==> src/rtl/qass_pkg.sv <==
// ----------------------------------------------------------------------------
// qass_pkg: shared types and constants for the quote-aware substring search
// Defaults for the top-level parameters, register indexes and the control
// bundle that steps the quote tracker and the prefix cells.
// ----------------------------------------------------------------------------
package qass_pkg;

  localparam int unsigned DEF_MAX_PATTERN_LENGTH = 16;
  localparam int unsigned DEF_POSITION_WIDTH     = 32;

  localparam int unsigned CFG_DATA_W  = 64;
  localparam int unsigned CFG_INDEX_W = 2;
  localparam int unsigned LEN_W       = 5;
  localparam int unsigned START_W     = 32;

  localparam logic [CFG_INDEX_W-1:0] REG_PATTERN_LOW    = 2'd0;
  localparam logic [CFG_INDEX_W-1:0] REG_PATTERN_HIGH   = 2'd1;
  localparam logic [CFG_INDEX_W-1:0] REG_PATTERN_LENGTH = 2'd2;
  localparam logic [CFG_INDEX_W-1:0] REG_QUOTE_AWARE    = 2'd3;

  // Step control: advance on a byte transfer, clear on the final byte.
  typedef struct packed {
    logic en;
    logic clr;
  } qass_ctl_t;

endpackage

==> src/rtl/quote_aware_substring_search.sv <==
// ----------------------------------------------------------------------------
// quote_aware_substring_search: streaming first-match search with quote skip
// Output: a result is registered on its final byte; via the skid stage if output held.
// Throughput: 1 byte per cycle; input stalls only while output and skid stage are full.
// Reset: synchronous; clears pattern, quote state, cells, position; quote skip enabled.
// ----------------------------------------------------------------------------
module quote_aware_substring_search
  import qass_pkg::*;
#(
  parameter int unsigned MAX_PATTERN_LENGTH = DEF_MAX_PATTERN_LENGTH,
  parameter int unsigned POSITION_WIDTH     = DEF_POSITION_WIDTH
) (
  input  logic                   clk,
  input  logic                   rst_n,

  input  logic                   cfg_wr_en,
  input  logic [CFG_INDEX_W-1:0] cfg_index,
  input  logic [CFG_DATA_W-1:0]  cfg_wdata,

  input  logic                   in_valid,
  output logic                   in_stall,
  input  logic [7:0]             in_text_byte,
  input  logic                   in_last_byte,

  output logic                   out_valid,
  input  logic                   out_stall,
  output logic                   out_found,
  output logic [START_W-1:0]     out_match_start
);

  localparam int unsigned PW = POSITION_WIDTH;
  localparam int unsigned EW = (PW > START_W) ? PW : START_W;
  localparam int unsigned NC = MAX_PATTERN_LENGTH;

  // Configuration registers.
  logic [63:0]      pattern_low_r;
  logic [63:0]      pattern_high_r;
  logic [LEN_W-1:0] pattern_length_r;
  logic             quote_aware_r;

  always_ff @(posedge clk) begin
    if (!rst_n) begin
      pattern_low_r    <= '0;
      pattern_high_r   <= '0;
      pattern_length_r <= '0;
      quote_aware_r    <= 1'b1;
    end else if (cfg_wr_en) begin
      unique case (cfg_index)
        REG_PATTERN_LOW:    pattern_low_r    <= cfg_wdata;
        REG_PATTERN_HIGH:   pattern_high_r   <= cfg_wdata;
        REG_PATTERN_LENGTH: pattern_length_r <= cfg_wdata[LEN_W-1:0];
        REG_QUOTE_AWARE:    quote_aware_r    <= cfg_wdata[0];
        default: ;
      endcase
    end
  end

  // Step control.
  qass_ctl_t ctl;
  logic      in_xfer;

  assign in_xfer = in_valid & ~in_stall;
  assign ctl.en  = in_xfer;
  assign ctl.clr = in_last_byte;

  // Quote tracking.
  logic allowed;

  qass_quote u_quote (
    .clk         (clk),
    .rst_n       (rst_n),
    .ctl         (ctl),
    .text_byte   (in_text_byte),
    .quote_aware (quote_aware_r),
    .allowed     (allowed)
  );

  // Prefix cell chain.
  logic [NC-1:0] cell_nxt;
  logic [NC-1:0] cell_r;
  logic [NC-1:0] cell_prev;
  logic [NC-1:0] len_hit;

  for (genvar j = 0; j < NC; j++) begin : g_cell
    logic [7:0] pat_byte;

    if (j < 8) begin : g_lo
      assign pat_byte = pattern_low_r[8*j +: 8];
    end else begin : g_hi
      assign pat_byte = pattern_high_r[8*(j-8) +: 8];
    end

    if (j == 0) begin : g_head
      assign cell_prev[j] = allowed;
    end else begin : g_link
      assign cell_prev[j] = cell_r[j-1];
    end

    qass_cell u_cell (
      .clk       (clk),
      .rst_n     (rst_n),
      .ctl       (ctl),
      .prev_hit  (cell_prev[j]),
      .text_byte (in_text_byte),
      .pat_byte  (pat_byte),
      .hit_nxt   (cell_nxt[j]),
      .hit_r     (cell_r[j])
    );

    assign len_hit[j] = cell_nxt[j] & (pattern_length_r == LEN_W'(j + 1));
  end

  // Position and first match.
  logic [PW-1:0] pos_r;
  logic          match_seen_r;
  logic [PW-1:0] first_start_r;
  logic          hit;
  logic [PW-1:0] hit_start;

  assign hit       = (|len_hit) & ~match_seen_r;
  assign hit_start = pos_r - PW'(pattern_length_r - LEN_W'(1));

  always_ff @(posedge clk) begin
    if (!rst_n) begin
      pos_r         <= '0;
      match_seen_r  <= 1'b0;
      first_start_r <= '0;
    end else if (in_xfer) begin
      if (in_last_byte) begin
        pos_r         <= '0;
        match_seen_r  <= 1'b0;
        first_start_r <= '0;
      end else begin
        if (pos_r != '1) pos_r <= pos_r + PW'(1);
        if (hit) begin
          match_seen_r  <= 1'b1;
          first_start_r <= hit_start;
        end
      end
    end
  end

  // Result of the string that ends with this byte.
  logic               res_found;
  logic [PW-1:0]      res_pos;
  logic [EW-1:0]      res_ext;
  logic [START_W-1:0] res_start;
  logic               res_valid;

  assign res_found = match_seen_r | hit;
  assign res_pos   = match_seen_r ? first_start_r : (hit ? hit_start : '0);
  assign res_ext   = EW'(res_pos);
  assign res_start = (res_ext > EW'({START_W{1'b1}})) ? {START_W{1'b1}}
                                                      : res_ext[START_W-1:0];
  assign res_valid = in_xfer & in_last_byte;

  // Output register with a skid stage behind it.
  logic               out_valid_r;
  logic               out_found_r;
  logic [START_W-1:0] out_start_r;
  logic               skd_valid_r;
  logic               skd_found_r;
  logic [START_W-1:0] skd_start_r;
  logic               out_free;

  assign out_free = ~out_valid_r | ~out_stall;

  always_ff @(posedge clk) begin
    if (!rst_n) begin
      out_valid_r <= 1'b0;
      skd_valid_r <= 1'b0;
    end else if (out_free) begin
      out_valid_r <= skd_valid_r | res_valid;
      skd_valid_r <= 1'b0;
    end else if (res_valid) begin
      skd_valid_r <= 1'b1;
    end
  end

  always_ff @(posedge clk) begin
    if (out_free) begin
      out_found_r <= skd_valid_r ? skd_found_r : res_found;
      out_start_r <= skd_valid_r ? skd_start_r : res_start;
    end
    if (!out_free && res_valid) begin
      skd_found_r <= res_found;
      skd_start_r <= res_start;
    end
  end

  assign in_stall        = skd_valid_r;
  assign out_valid       = out_valid_r;
  assign out_found       = out_found_r;
  assign out_match_start = out_start_r;

`ifndef SYNTHESIS
  // The skid stage only fills behind a held output register.
  a_skid_behind_out: assert property (@(posedge clk) disable iff (!rst_n)
    skd_valid_r |-> out_valid_r)
    else $error("skid stage holds a result while the output register is empty");

  // Every final byte returns the per-string state to its start.
  a_string_clear: assert property (@(posedge clk) disable iff (!rst_n)
    (in_xfer && in_last_byte) |=> (pos_r == '0) && !match_seen_r && (cell_r == '0))
    else $error("per-string state not cleared after the final byte");

  // A recorded match cannot start beyond the current position.
  a_start_order: assert property (@(posedge clk) disable iff (!rst_n)
    match_seen_r |-> (first_start_r <= pos_r))
    else $error("recorded match start lies beyond the byte position");

  // Once found, the first match start stays fixed until the string ends.
  a_first_kept: assert property (@(posedge clk) disable iff (!rst_n)
    (match_seen_r && !(in_xfer && in_last_byte)) |=> $stable(first_start_r))
    else $error("first match start changed after a match was recorded");
`endif

endmodule

==> src/rtl/qass_quote.sv <==
// ----------------------------------------------------------------------------
// qass_quote: quote state tracker
// Follows double and single quoted runs and decides whether the current byte
// may start a match.
// ----------------------------------------------------------------------------
module qass_quote
  import qass_pkg::*;
(
  input  logic      clk,
  input  logic      rst_n,
  input  qass_ctl_t ctl,
  input  logic [7:0] text_byte,
  input  logic      quote_aware,
  output logic      allowed
);

  localparam logic [1:0] MODE_NORMAL = 2'd0;
  localparam logic [1:0] MODE_DOUBLE = 2'd1;
  localparam logic [1:0] MODE_SINGLE = 2'd2;

  localparam logic [7:0] DQUOTE = 8'h22;
  localparam logic [7:0] SQUOTE = 8'h27;

  logic [1:0] mode_r;
  logic [1:0] mode_nxt;
  logic       code_ok;

  always_comb begin
    mode_nxt = mode_r;
    code_ok  = 1'b0;
    unique case (mode_r)
      MODE_NORMAL: begin
        code_ok = 1'b1;
        if (text_byte == DQUOTE) begin
          mode_nxt = MODE_DOUBLE;
          code_ok  = 1'b0;
        end else if (text_byte == SQUOTE) begin
          mode_nxt = MODE_SINGLE;
          code_ok  = 1'b0;
        end
      end
      MODE_DOUBLE: begin
        if (text_byte == DQUOTE) mode_nxt = MODE_NORMAL;
      end
      MODE_SINGLE: begin
        if (text_byte == SQUOTE) mode_nxt = MODE_NORMAL;
      end
      default: begin
        mode_nxt = MODE_NORMAL;
      end
    endcase
  end

  assign allowed = code_ok | ~quote_aware;

  always_ff @(posedge clk) begin
    if (!rst_n) begin
      mode_r <= MODE_NORMAL;
    end else if (ctl.en) begin
      mode_r <= ctl.clr ? MODE_NORMAL : mode_nxt;
    end
  end

endmodule

==> src/rtl/qass_cell.sv <==
// ----------------------------------------------------------------------------
// qass_cell: one prefix cell of the search chain
// Cell j remembers whether pattern bytes 0..j matched the text ending at the
// previous byte, starting at an allowed position.
// ----------------------------------------------------------------------------
module qass_cell
  import qass_pkg::*;
(
  input  logic       clk,
  input  logic       rst_n,
  input  qass_ctl_t  ctl,
  input  logic       prev_hit,
  input  logic [7:0] text_byte,
  input  logic [7:0] pat_byte,
  output logic       hit_nxt,
  output logic       hit_r
);

  assign hit_nxt = prev_hit & (text_byte == pat_byte);

  always_ff @(posedge clk) begin
    if (!rst_n) begin
      hit_r <= 1'b0;
    end else if (ctl.en) begin
      hit_r <= ctl.clr ? 1'b0 : hit_nxt;
    end
  end

endmodule
==> config.mk <==
export PLATFORM = sky130hd
export DESIGN_NAME = quote_aware_substring_search
export DESIGN_NICKNAME = d
export VERILOG_FILES = /design/src/rtl/qass_pkg.sv /design/src/rtl/quote_aware_substring_search.sv /design/src/rtl/qass_quote.sv /design/src/rtl/qass_cell.sv
export SDC_FILE = /design/constraint.sdc
export NUM_CORES = 1
export LEC_CHECK = 0
export BUFFER_PORTS_ARGS = -buffer_cell sky130_fd_sc_hd__buf_2
export CORE_MARGIN = 2
export CORE_UTILIZATION = 47
export DETAILED_ROUTE_END_ITERATION = 8
export GPL_ROUTABILITY_DRIVEN = 0
export GPL_TIMING_DRIVEN = 0
export PLACE_DENSITY = 0.74
export SLEW_MARGIN = 20
export SYNTH_ARGS = -nofsm -noshare
export SYNTH_HDL_FRONTEND = slang
export SYNTH_SLANG_ARGS = --single-unit
==> constraint.sdc <==
create_clock -name clk -period 5.9 [get_ports clk]
set_input_delay 0.59 -clock clk [delete_from_list [all_inputs] [get_ports clk]]
set_output_delay 0.59 -clock clk [all_outputs]
set_load 0.05 [all_outputs]
==> summary by stage, run 1 <==
Outcome
The flow ran to the end, and the final reports show no timing, DRC or antenna violations.

Global routing
The initial antenna violation count is 1. In the global route stage, overall resource usage came out at 0.2324. The global-route wire length before repair is 62620 um. Entering global routing, the biggest net connects 37 pins. The via count of the first global-routing pass is about 12k.

Global routing finished with a remaining overflow of 0.

Critical path
The startpoint class of the critical path is a flop. The largest incremental delay on the critical path is roughly 0.75 ns. At the worst endpoint, the arrival time is 5.79 ns. The signal on the critical path passes through clkbuf_1, nor3_1, nand3_2, ha_1, and3_1, a31oi_1, o21ai_0, o21ai_0, a211oi_1, or2_2, o311ai_0, o31ai_1, mux2_2. The cell class contributing the biggest share of worst-path delay is simple AND/OR/NAND/NOR gates. The buffering stage count on the worst path with inverters included is 1.

The cell that appears most often on the critical path is sky130_fd_sc_hd__o21ai_0. By startpoint and endpoint, the worst setup path is classified as flop to flop. The maximum fanout encountered on the critical timing path is 27. The endpoint required time on the critical path is 6.20 ns. The standard cell with the maximum stage delay on the critical path is sky130_fd_sc_hd__nor3_1.

The element type at the critical path end is a flop.

Floorplanning
For this configuration, the core starts out at a cell density of 0.4770. For this design the top-level I/O count stands at ~120. The core footprint is about 31000 um2. The die footprint is ~33000 um2.

From left edge to right edge, the die measures 182.7 um. The vertical die dimension is 182.7 um. Row generation in the floorplan step produced 65 rows.

Synth
Of the total synthesized cell area, the portion taken by XOR and XNOR cells is 0.1038. The summed instance area of the synthesized netlist is roughly 15000 um2. After synthesis, the largest family of logic cells by area is simple AND/OR/NAND/NOR gates. The mux share of post-synthesis cell area is 0.02492. The compound-gate portion of the synthesized area is 0.1730. The share of the Yosys chip area taken by registers is 0.4227. The post-synthesis register bit count is 284.

The biggest area consumer among synthesized cells is sky130_fd_sc_hd__dfxtp_1. Yosys mapped a number of flops with a built-in enable equal to between 60 and 70. The share of Yosys cell area claimed by the top area cell type is 0.2907. The most frequently used flop master after synthesis is sky130_fd_sc_hd__dfxtp_1. Sorting the synthesized cells by how often they occur yields 361 x sky130_fd_sc_hd__nand2_1, 218 x sky130_fd_sc_hd__dfxtp_1, 144 x sky130_fd_sc_hd__xnor2_1.

The total number of yosys warnings is 0. The cell count after synthesis is 1667. The area share of fa/ha/maj cells after synthesis is 0.03217.

The number of library cell types mapped by synthesis is 78. Of the total synthesized cell area, the portion taken by AND, OR, NAND and NOR gates is 0.2049. Sorting the synthesized cells by area gives the leading types as sky130_fd_sc_hd__dfxtp_1 29%, sky130_fd_sc_hd__edfxtp_1 13%, sky130_fd_sc_hd__nand2_1 9.0%. Synthesis produced a netlist with a net count of approximately 1.8k.

The async set or reset register ratio after synthesis is 0. A synthesized cell averages between 9 and 10 um2. The most repeated cell in the gate-level netlist after synthesis is sky130_fd_sc_hd__nand2_1.

CTS
The clock transition at the registers of the reported paths is ~0.060 ns. The number of cells upsized or downsized after cts is 0. The buffer depth of the longest clock path is 3. In this run the clock root is driven by a sky130_fd_sc_hd__clkbuf_16. Hold repair after CTS inserted 0 buffers.

The number of clock sinks is roughly 280. CTS built an H-tree with a depth of 1. TritonCTS built the clock tree. The number of setup buffers added after CTS is 0. The later pin in the worst-skew pair is clocked with a latency of roughly 0.56 ns. Buffers inserted during clock tree synthesis total 31.

Drt
The number of vias after detailed routing is ~13k. The total wirelength of the detailed-routed design is 39350 um. The detailed-route vias per instance is about 5.6. The number of violations reported at the end of detailed-routing iteration 0 is 968. In the routed design, unresolved DRC markers number 0. The number of search-and-repair iterations in the first detailed-routing pass is 7. The routed wire length per instance is 17.61 um.

Once detail routing completed, the nets flagged for antenna violations numbered 0.

Cells and area
The final-stage net count is between 1.5k and 2k. From synthesis to final layout, the design area changed by 14.41%. The number of fill cells is approximately 2.8k. The number of antenna diodes in the final layout is 0. For this run, the number of standard cells in the final layout without fillers is ~2.2k. Once layout is complete, the utilization of the core stands at 0.5457. Summing all non-filler instances in the final layout gives an area of 17180 um2. The fraction of final layout cells sized beyond drive strength 1 is 0.1320.

Power and ir drop
Across the VDD grid, the largest voltage drop is 236.7 uV. The power per unit of standard cell area is around 270 nW/um2. The design draws between 4 and 5 mW.

The static leakage power is roughly 6.3 nW.

Timing
Summed over all failing endpoints, the final setup total negative slack is 0 ns. The relative slew slack is 0.2104. For the pin with the worst max-slew slack, the measured transition is between 1 and 1.5 ns.

The count of endpoints failing hold in the final timing report is 0. The setup clock skew after layout is ~0.019 ns. The final critical-path share of the clock period is 0.9302. Setup repair after global routing left no endpoint under its margin. The achievable frequency is between 0.15 and 0.2 GHz. For the finished layout, the period the worst path requires is between 5 and 6 ns.

The tightest hold path in the finished design has a slack of between 0.2 and 0.3 ns. The final count of pins violating max slew is 0. Once routing completed, OpenROAD measured the worst setup slack at 0.4117 ns. The final number of setup-violating endpoints is 0.

Placed design
The post-placement cell area is 16090 um2. Prior to clock tree synthesis, the placed netlist has a worst setup slack of approximately 0.091 ns. Input and output buffers added on the ports amount to around 110. The number of placed instances, taps included, is between 2k and 2.5k. The HPWL after detailed placement is between 20000 and 30000 um.

Min path
The class of the tightest hold or removal check is input pin to flop.

Job
Across the run, the number of max-cap violations was 0.
==> kinds of logic (layout without fill, tap and decap cells) <==
family,Yosys count,in the layout
AND/OR/NAND/NOR,652,652
AO/OA/AOI/OAI,358,358
flip-flops,284,284
XOR/XNOR,178,178
buffers and inverters,123,289
adder cells (fa/ha/maj),38,38
multiplexers,34,34
==> flip-flops by register name, indices dropped and copies added (netlist names), 5 cells and up <==
name                 cells
pattern_high_r          64
pattern_low_r           64
first_start_r           32
out_match_start         32
pos_r                   32
skd_start_r             32
g_cell.u_cell.hit_r     15
pattern_length_r         5
==> final cells by class <==
type | instances | area (um2) | area share
buffer | 96 | 475.5 | 0.02768
multi-input combinational | 1260 | 8110 | 0.4722
clock buffer | 39 | 845.8 | 0.04924
inverter | 27 | 101.3 | 0.005900
clock inverter | 18 | 226.5 | 0.01318
timing repair buffer | 109 | 568.0 | 0.03307
tap | 402 | 503.0 | 0.02928
sequential | 284 | 6346 | 0.3695
==> final timing paths <==
check                                          from             endpoint  cells after the start  slack [ns]
worst min register to register     first_start_r[2]     first_start_r[2]                      1        0.46
worst max register to register  pattern_length_r[4]  out_match_start[30]                     13        0.41
worst max-delay path            pattern_length_r[4]  out_match_start[30]                     13        0.41
worst min-delay path                  cfg_wdata[29]    pattern_low_r[29]                      3        0.28
==> layout by cell type (no fill, tap or decap), types with 27 or more instances in the layout <==
master	count
sky130_fd_sc_hd__ha_1	37
sky130_fd_sc_hd__mux2_2	27
sky130_fd_sc_hd__dfxtp_1	218
sky130_fd_sc_hd__a22o_1	29
sky130_fd_sc_hd__a21boi_0	134
sky130_fd_sc_hd__edfxtp_1	66
sky130_fd_sc_hd__nor3_1	30
sky130_fd_sc_hd__xor2_1	34
sky130_fd_sc_hd__buf_2	116
sky130_fd_sc_hd__clkbuf_1	74
sky130_fd_sc_hd__nand3_1	43
sky130_fd_sc_hd__clkbuf_16	31
sky130_fd_sc_hd__nor2_1	62
sky130_fd_sc_hd__inv_1	27
sky130_fd_sc_hd__nand4_1	35
sky130_fd_sc_hd__a21oi_1	49
sky130_fd_sc_hd__xnor2_1	144
sky130_fd_sc_hd__nand2_1	360
==> power breakdown <==
| part | internal (mW) | switching [mW] |
|---|---|---|
| Clock | 1.23 | 0.803 |
| Sequential | 2.02 | 0.0251 |
| Combinational | 0.171 | 0.312 |
==> tightest hold or removal path, cell delays in order <==
cell and delay [ns]:
sky130_fd_sc_hd__buf_2 0.10, sky130_fd_sc_hd__nand2_1 0.04, sky130_fd_sc_hd__a21boi_0 0.06
==> layer usage <==
| layer | global-route usage | share of wire |
|---|---|---|
| met5 | 0 | 0 |
| met3 | 0.02534 | 0.047 |
| met1 | 0.2950 | 0.43 |
| met2 | 0.4113 | 0.49 |
| met4 | 0.07871 | 0.030 |
(Power assumes the default switching activity.)
==> run 2, diff against run 1 <==
--- a/config.mk
+++ b/config.mk
@@ -6,12 +6,14 @@
 export NUM_CORES = 1
 export LEC_CHECK = 0
 export BUFFER_PORTS_ARGS = -buffer_cell sky130_fd_sc_hd__buf_2
+export CELL_PAD_IN_SITES_DETAIL_PLACEMENT = 0
+export CELL_PAD_IN_SITES_GLOBAL_PLACEMENT = 1
 export CORE_MARGIN = 2
 export CORE_UTILIZATION = 47
 export DETAILED_ROUTE_END_ITERATION = 8
 export GPL_ROUTABILITY_DRIVEN = 0
 export GPL_TIMING_DRIVEN = 0
-export PLACE_DENSITY = 0.74
+export PLACE_DENSITY = 0.9
 export SLEW_MARGIN = 20
 export SYNTH_ARGS = -nofsm -noshare
 export SYNTH_HDL_FRONTEND = slang
==> summary by stage, run 2 (synthesis gave the netlist of run 1 again) <==
CTS
The number of clock sinks is 284 (unchanged). The clock root buffer was sky130_fd_sc_hd__clkbuf_16 (unchanged). The number of setup buffers added after CTS is 0 (unchanged). The buffer depth of the longest clock path was 3 (unchanged). The number of cells upsized or downsized after cts is 0 (unchanged). The TritonCTS clock tree is yes (unchanged). The insertion delay of the later-clocked pin in the worst-skew pair is 0.56 ns (about the same). The post-cts hold buffer count is 0 (unchanged). The number of buffers inserted during clock tree synthesis is 31 (unchanged).

The clock transition at the registers of the reported paths came to 0.06 ns (about the same). The total number of H-tree levels came to 1 (unchanged).

Critical path
The dominant cell type by count on the critical path is sky130_fd_sc_hd__o21ai_0 (unchanged). The largest incremental delay on the critical path was 0.76 ns (was 0.75 ns). Cell-by-cell trace of the critical path: clkbuf_1, nor3_1, nand3_2, ha_1, and3_1, a31oi_1, o21ai_0, o21ai_0, a211oi_1, or2_2, o311ai_0, o31ai_1, mux2_2 (unchanged). The number of cells on the worst reg-to-reg path is 13 (unchanged). The maximum fanout encountered on the critical timing path is 27 (unchanged).

The endpoint required time on the critical path is 6.21 ns (was 6.20 ns). The arrival time of data at the critical path endpoint is 5.75 ns (was 5.79 ns). The element type at the critical path end is a flop (unchanged).

The startpoint class of the critical path is a flop (unchanged). The number of cells on the critical path came to 13 (unchanged). The standard cell with the maximum stage delay on the critical path is sky130_fd_sc_hd__nor3_1 (unchanged). The classification of the worst setup path is flop to flop (unchanged). The buffering stage count on the worst path with inverters included is 1 (unchanged). The cell class contributing the biggest share of worst-path delay is simple AND/OR/NAND/NOR gates (unchanged).

Timing
The final sum of negative setup slack is 0 ns (unchanged). RSZ-0062 raised after global routing: false (unchanged). The final critical-path share of the clock period is 0.9214 (was 0.9302). The setup clock skew after layout is 0.01445 ns (was 0.01936 ns). The final number of setup-violating endpoints is 0 (unchanged). The relative slew slack is 0.1596 (was 0.2104). The final critical-path required period is 5.437 ns (was 5.488 ns). The slew at the pin closest to its max-slew limit came to 1.253 ns (was 1.180 ns). The final count of pins violating max slew is 0 (unchanged). The achievable frequency was 0.1839 GHz (was 0.1822 GHz). The count of endpoints failing hold in the final timing report is 0 (unchanged).

Drt
The number of violations reported at the end of detailed-routing iteration 0 is 938 (was 968). The total wirelength of the detailed-routed design was 39310 um (was 39350 um). The number of search-and-repair iterations in the first detailed-routing pass came to 5 (was 7). The number of vias after detailed routing is 12.41k (was 12.51k). The final antenna-violating net count was 0 (unchanged). The detailed-route vias per instance is 5.553 (was 5.596). The number of remaining DRC errors is 0 (unchanged). The routed wire length per instance is 17.59 um (was 17.61 um).

Cells and area
The fraction of final layout cells sized beyond drive strength 1 came to 0.1298 (was 0.1320). The relative area change from synthesis to final layout is 14.29% (was 14.41%). The final-stage net count is 1927 (unchanged). The count of antenna diodes in the layout is 0 (unchanged). The number of fill cells is 2876 (was 2816). Regs by FF count: pattern_high_r: 64 flops, pattern_low_r: 64 flops (unchanged). The count of placed standard cells in the final layout, fillers left out is 2235 (unchanged). The most common cell after layout, fill and taps aside is sky130_fd_sc_hd__nand2_1 (unchanged). Top library cells by usage in the layout, fill and taps aside: 360 x sky130_fd_sc_hd__nand2_1, 218 x sky130_fd_sc_hd__dfxtp_1, 144 x sky130_fd_sc_hd__xnor2_1 (unchanged).

Power and ir drop
The worst IR drop on VDD is 191.4 uV (was 236.7 uV). The power share of the sequential group is 0.452 (was 0.449). The final total power came to 4.531 mW (was 4.566 mW). The relative contribution of the clock network to total power is 0.441 (was 0.445).

The static leakage power came to 6.308 nW (was 6.315 nW). The share of total power in combinational logic was 0.107 (was 0.106). The power per unit of standard cell area came to 264.1 nW/um2 (was 265.8 nW/um2).

The switching power summed over all nets was 1.124 mW (was 1.141 mW). The internal power of the cells came to 3.407 mW (was 3.425 mW). The switching share of power is 0.2480 (was 0.2499).

Floorplanning
The die footprint was 33390 um2 (unchanged). The vertical die dimension is 182.7 um (unchanged). The starting density of the core is 0.4770 (unchanged). The core footprint is 31470 um2 (unchanged). The horizontal die dimension is 182.7 um (unchanged). The cell row count was 65 (unchanged). The I/O pin total is 115 (unchanged).

Global routing
The initial antenna violation count is 0 (was 1). The via count of the first global-routing pass was 11.97k (was 12.05k). The pin count of the biggest net entering global routing was 37 (unchanged). The global-route wire length before repair was 62820 um (was 62620 um). The total overflow reported by the global router is 0 (unchanged). The global-route total usage across every layer is 0.2337 (was 0.2324).

Job
The max-cap check violation count came to 0 (unchanged).

Placed design
The detailed-placement wirelength estimate is 29070 um (was 28830 um). The number of cells in the design after placement is 2178 (unchanged). The count of input and output buffers is 108 (unchanged).

Min path
The class of the tightest hold or removal check is input pin to flop (unchanged). The number of cells on the worst hold path came to 3 (unchanged).

Outcome
Result of the run: finished, final reports clean (unchanged).
run 2: changes by cell type in the layout (fill, tap and decap cells not counted), sizes merged:
cell / delta
clkbuf: +5
clkinv: -3
clkinvlp: -2
bufinv: -1
inv: +1
run 2: final cells by class:
type	instances	area (um2)	area share
well taps	402	503.0	0.02931
multi-input cells	1260	8110	0.4727
repair buffers	109	568.0	0.03310
clock buffers	44	884.6	0.05155
flip-flops and latches	284	6346	0.3698
clock inverters	13	170.2	0.009917
inverters	27	101.3	0.005906
plain buffers	96	475.5	0.02771
run 2: per-layer routing:
layer | GRT usage | wire (um)
met3 | 0.02914 | 2011
met1 | 0.2970 | 17080
met2 | 0.4143 | 19100
met5 | 0 | 0
met4 | 0.07065 | 1114
run 2: metrics by stage:
step / util / hold slack [ns] / setup slack, ns / instance area (um2)
2_1_floorplan: - / 0.4322 / 1.637 / 15010
3_3_place_gp: 0.5102 / 0.4435 / 0.2324 / 16060
3_5_place_dp: 0.5114 / 0.4462 / 0.1460 / 16090
4_1_cts: 0.5449 / 0.2769 / 0.09494 / 17150
5_1_grt: 0.5452 / 0.2918 / 0.01251 / 17160
6_report: 0.5452 / 0.2949 / 0.4635 / 17160
run 2: power groups by stage:
stage / logic, mW / registers (mW) / clock network, mW
5_1_grt: 0.529 / 2.05 / 2.11
3_5_place_dp: 0.479 / 2.09 / 0
4_1_cts: 0.482 / 2.05 / 2.03
2_1_floorplan: 0.301 / 2.12 / 0
3_3_place_gp: 0.472 / 2.09 / 0
6_report: 0.484 / 2.05 / 2.00
run 2: worst register-to-register path: cells and delay by family (launching register included):
kind	cells	cell delay, ns
compound gates	6	1.75
fa+ha+maj	1	0.58
buf+inv	1	0.21
flops	1	0.30
mux	1	0.32
simple gates	4	2.02
run 2: worst paths after layout:
check,from,end,slack [ns]
worst max-delay path,pattern_length_r[4],out_match_start[30],0.46
worst min-delay path,cfg_wdata[30],pattern_low_r[30],0.29
worst max register to register,pattern_length_r[4],out_match_start[30],0.46
worst min register to register,first_start_r[30],first_start_r[30],0.46
==> run 3, diff against run 2 <==
--- a/config.mk
+++ b/config.mk
@@ -14,6 +14,7 @@
 export GPL_ROUTABILITY_DRIVEN = 0
 export GPL_TIMING_DRIVEN = 0
 export PLACE_DENSITY = 0.9
+export SETUP_SLACK_MARGIN = 0.5
 export SLEW_MARGIN = 20
 export SYNTH_ARGS = -nofsm -noshare
 export SYNTH_HDL_FRONTEND = slang
==> summary by stage, run 3 (synthesis gave the netlist of run 1 again) <==
Floorplanning
The starting density of the core was 0.4770 (unchanged). The cell row count is 65 (unchanged). The I/O pin total came to 115 (unchanged).

The core footprint is 31470 um2 (unchanged). The horizontal die dimension came to 182.7 um (unchanged). The die footprint is 33390 um2 (unchanged).

The vertical die dimension was 182.7 um (unchanged).

Global routing
The via count of the first global-routing pass was 11.97k (about the same). The pin count of the biggest net entering global routing is 37 (unchanged). The global-route wire length before repair is 62850 um (was 62820 um). The initial antenna violation count came to 0 (unchanged).

The total overflow reported by the global router is 0 (unchanged). The global-route total usage across every layer was 0.2338 (was 0.2337).

CTS
The number of buffers inserted during clock tree synthesis is 31 (unchanged). The clock root buffer is sky130_fd_sc_hd__clkbuf_16 (unchanged). The post-cts hold buffer count was 0 (unchanged). The insertion delay of the later-clocked pin in the worst-skew pair is 0.56 ns (about the same).

The number of clock sinks is 284 (unchanged). The total number of H-tree levels came to 1 (unchanged). The clock transition at the registers of the reported paths is 0.07 ns (was 0.06 ns). The TritonCTS clock tree is yes (unchanged). The buffer depth of the longest clock path is 3 (unchanged).

Timing
The final number of setup-violating endpoints is 0 (unchanged). The final critical-path required period is 4.897 ns (was 5.437 ns). The count of endpoints failing hold in the final timing report is 0 (unchanged).

The setup clock skew after layout is 0.01623 ns (was 0.01445 ns). The final sum of negative setup slack was 0 ns (unchanged). The worst path setup slack after routing came to 1.003 ns (was 0.4635 ns). The achievable frequency is 0.2042 GHz (was 0.1839 GHz).

The final critical-path share of the clock period is 0.8300 (was 0.9214). The worst slack on hold paths came to 0.2931 ns (was 0.2949 ns). The slew at the pin closest to its max-slew limit is 1.196 ns (was 1.253 ns). The final count of pins violating max slew came to 0 (unchanged). RSZ-0062 raised after global routing: false (unchanged). The relative slew slack is 0.1977 (was 0.1596).

Cells and area
The relative area change from synthesis to final layout is 14.33% (was 14.29%). Regs by FF count: pattern_high_r: 64 flops, pattern_low_r: 64 flops (unchanged). Top library cells by usage in the layout, fill and taps aside: 360 x sky130_fd_sc_hd__nand2_1, 218 x sky130_fd_sc_hd__dfxtp_1, 144 x sky130_fd_sc_hd__xnor2_1 (unchanged). The final instance area is 17160 um2 (about the same). The fraction of final layout cells sized beyond drive strength 1 came to 0.1304 (was 0.1298). The sequential standard cell area is 6346 um2 (unchanged). The utilization after layout is 0.5453 (was 0.5452). The number of fill cells is 2876 (unchanged). The count of antenna diodes in the layout is 0 (unchanged). The count of placed standard cells in the final layout, fillers left out is 2235 (unchanged).

The final-stage net count is 1927 (unchanged). The most common cell after layout, fill and taps aside is sky130_fd_sc_hd__nand2_1 (unchanged). The multi-input logic area is 8115 um2 (was 8110 um2).

Placed design
The pre-CTS worst setup slack came to 0.1460 ns (unchanged). The number of cells in the design after placement was 2178 (unchanged). The detailed-placement wirelength estimate is 29070 um (unchanged). The post-placement cell area is 16090 um2 (unchanged). The count of input and output buffers is 108 (unchanged).

Drt
The number of violations reported at the end of detailed-routing iteration 0 is 750 (was 938). The number of search-and-repair iterations in the first detailed-routing pass is 6 (was 5). The final antenna-violating net count is 0 (unchanged). The amount of wire on met3 after detailed routing is 2005 um (was 2011 um). The highest metal layer used by the detailed router is met4 (unchanged).

The number of vias after detailed routing is 12.40k (was 12.41k). The wire length on met1 is 17140 um (was 17080 um). The amount of wire on met2 after detailed routing came to 19180 um (was 19100 um). The total wirelength of the detailed-routed design is 39380 um (was 39310 um). The routed wire length per instance is 17.62 um (was 17.59 um).

The number of remaining DRC errors came to 0 (unchanged). The detailed-route vias per instance is 5.548 (was 5.553).

Critical path
The maximum fanout encountered on the critical timing path was 27 (unchanged). The arrival time of data at the critical path endpoint came to 5.21 ns (was 5.75 ns). The number of cells on the worst reg-to-reg path is 13 (unchanged). The classification of the worst setup path is flop to flop (unchanged). The startpoint class of the critical path is a flop (unchanged). The element type at the critical path end is a flop (unchanged). The endpoint required time on the critical path is 6.21 ns (about the same).

Power and ir drop
The final total power was 4.532 mW (was 4.531 mW). The worst IR drop on VDD is 191.4 uV (about the same). The static leakage power is 6.310 nW (was 6.308 nW). The power per unit of standard cell area is 264.1 nW/um2 (about the same).

Min path
The class of the tightest hold or removal check is input pin to flop (unchanged). The number of cells on the worst hold path is 3 (unchanged).

Outcome
Result of the run: finished, final reports clean (unchanged).

Job
The max-cap check violation count is 0 (unchanged).
[run 3: final timing paths]
path / startpoint / to / slack [ns]
worst max-delay path: pattern_length_r[4] / out_match_start[30] / 1.00
worst min-delay path: cfg_wdata[30] / pattern_low_r[30] / 0.29
worst min register to register: first_start_r[15] / first_start_r[15] / 0.46
worst max register to register: pattern_length_r[4] / out_match_start[30] / 1.00
[run 3: layer usage]
metal  GRT usage  up-vias
met4     0.06935        0
met5           0        -
met3     0.02914       68
li1            -     6131
met2      0.4149      337
met1      0.2974     5863
[run 3: report_power, final]
part | internal, mW | switching (mW)
combinational | 0.171 | 0.315
clock | 1.21 | 0.786
sequential | 2.02 | 0.0240
total | 3.41 | 1.13
[run 3: worst max-delay path: stages, from the launching register on]
cell,delay [ns]
sky130_fd_sc_hd__dfxtp_1,0.30
sky130_fd_sc_hd__clkbuf_1,0.22
sky130_fd_sc_hd__nor3_2,0.47
sky130_fd_sc_hd__nand3_2,0.57
sky130_fd_sc_hd__ha_1,0.57
sky130_fd_sc_hd__and3_1,0.24
sky130_fd_sc_hd__a31oi_1,0.17
sky130_fd_sc_hd__o21ai_0,0.15
sky130_fd_sc_hd__o21ai_0,0.37
sky130_fd_sc_hd__a211oi_1,0.19
sky130_fd_sc_hd__or2_2,0.37
sky130_fd_sc_hd__o311ai_1,0.50
sky130_fd_sc_hd__o31ai_1,0.20
sky130_fd_sc_hd__mux2_2,0.32
[run 3: area by class of cell]
type | instances | area share
inverters | 27 | 0.005905
clock buffers | 44 | 0.05154
clock inverters | 13 | 0.009914
multi-input cells | 1260 | 0.4728
well taps | 402 | 0.02930
flip-flops and latches | 284 | 0.3697
repair buffers | 109 | 0.03310
plain buffers | 96 | 0.02770
[run 3: repair_timing]
item,CTS,global route
setup endpoints to repair,3,3
setup buffers,0,0
resized for setup,1,2
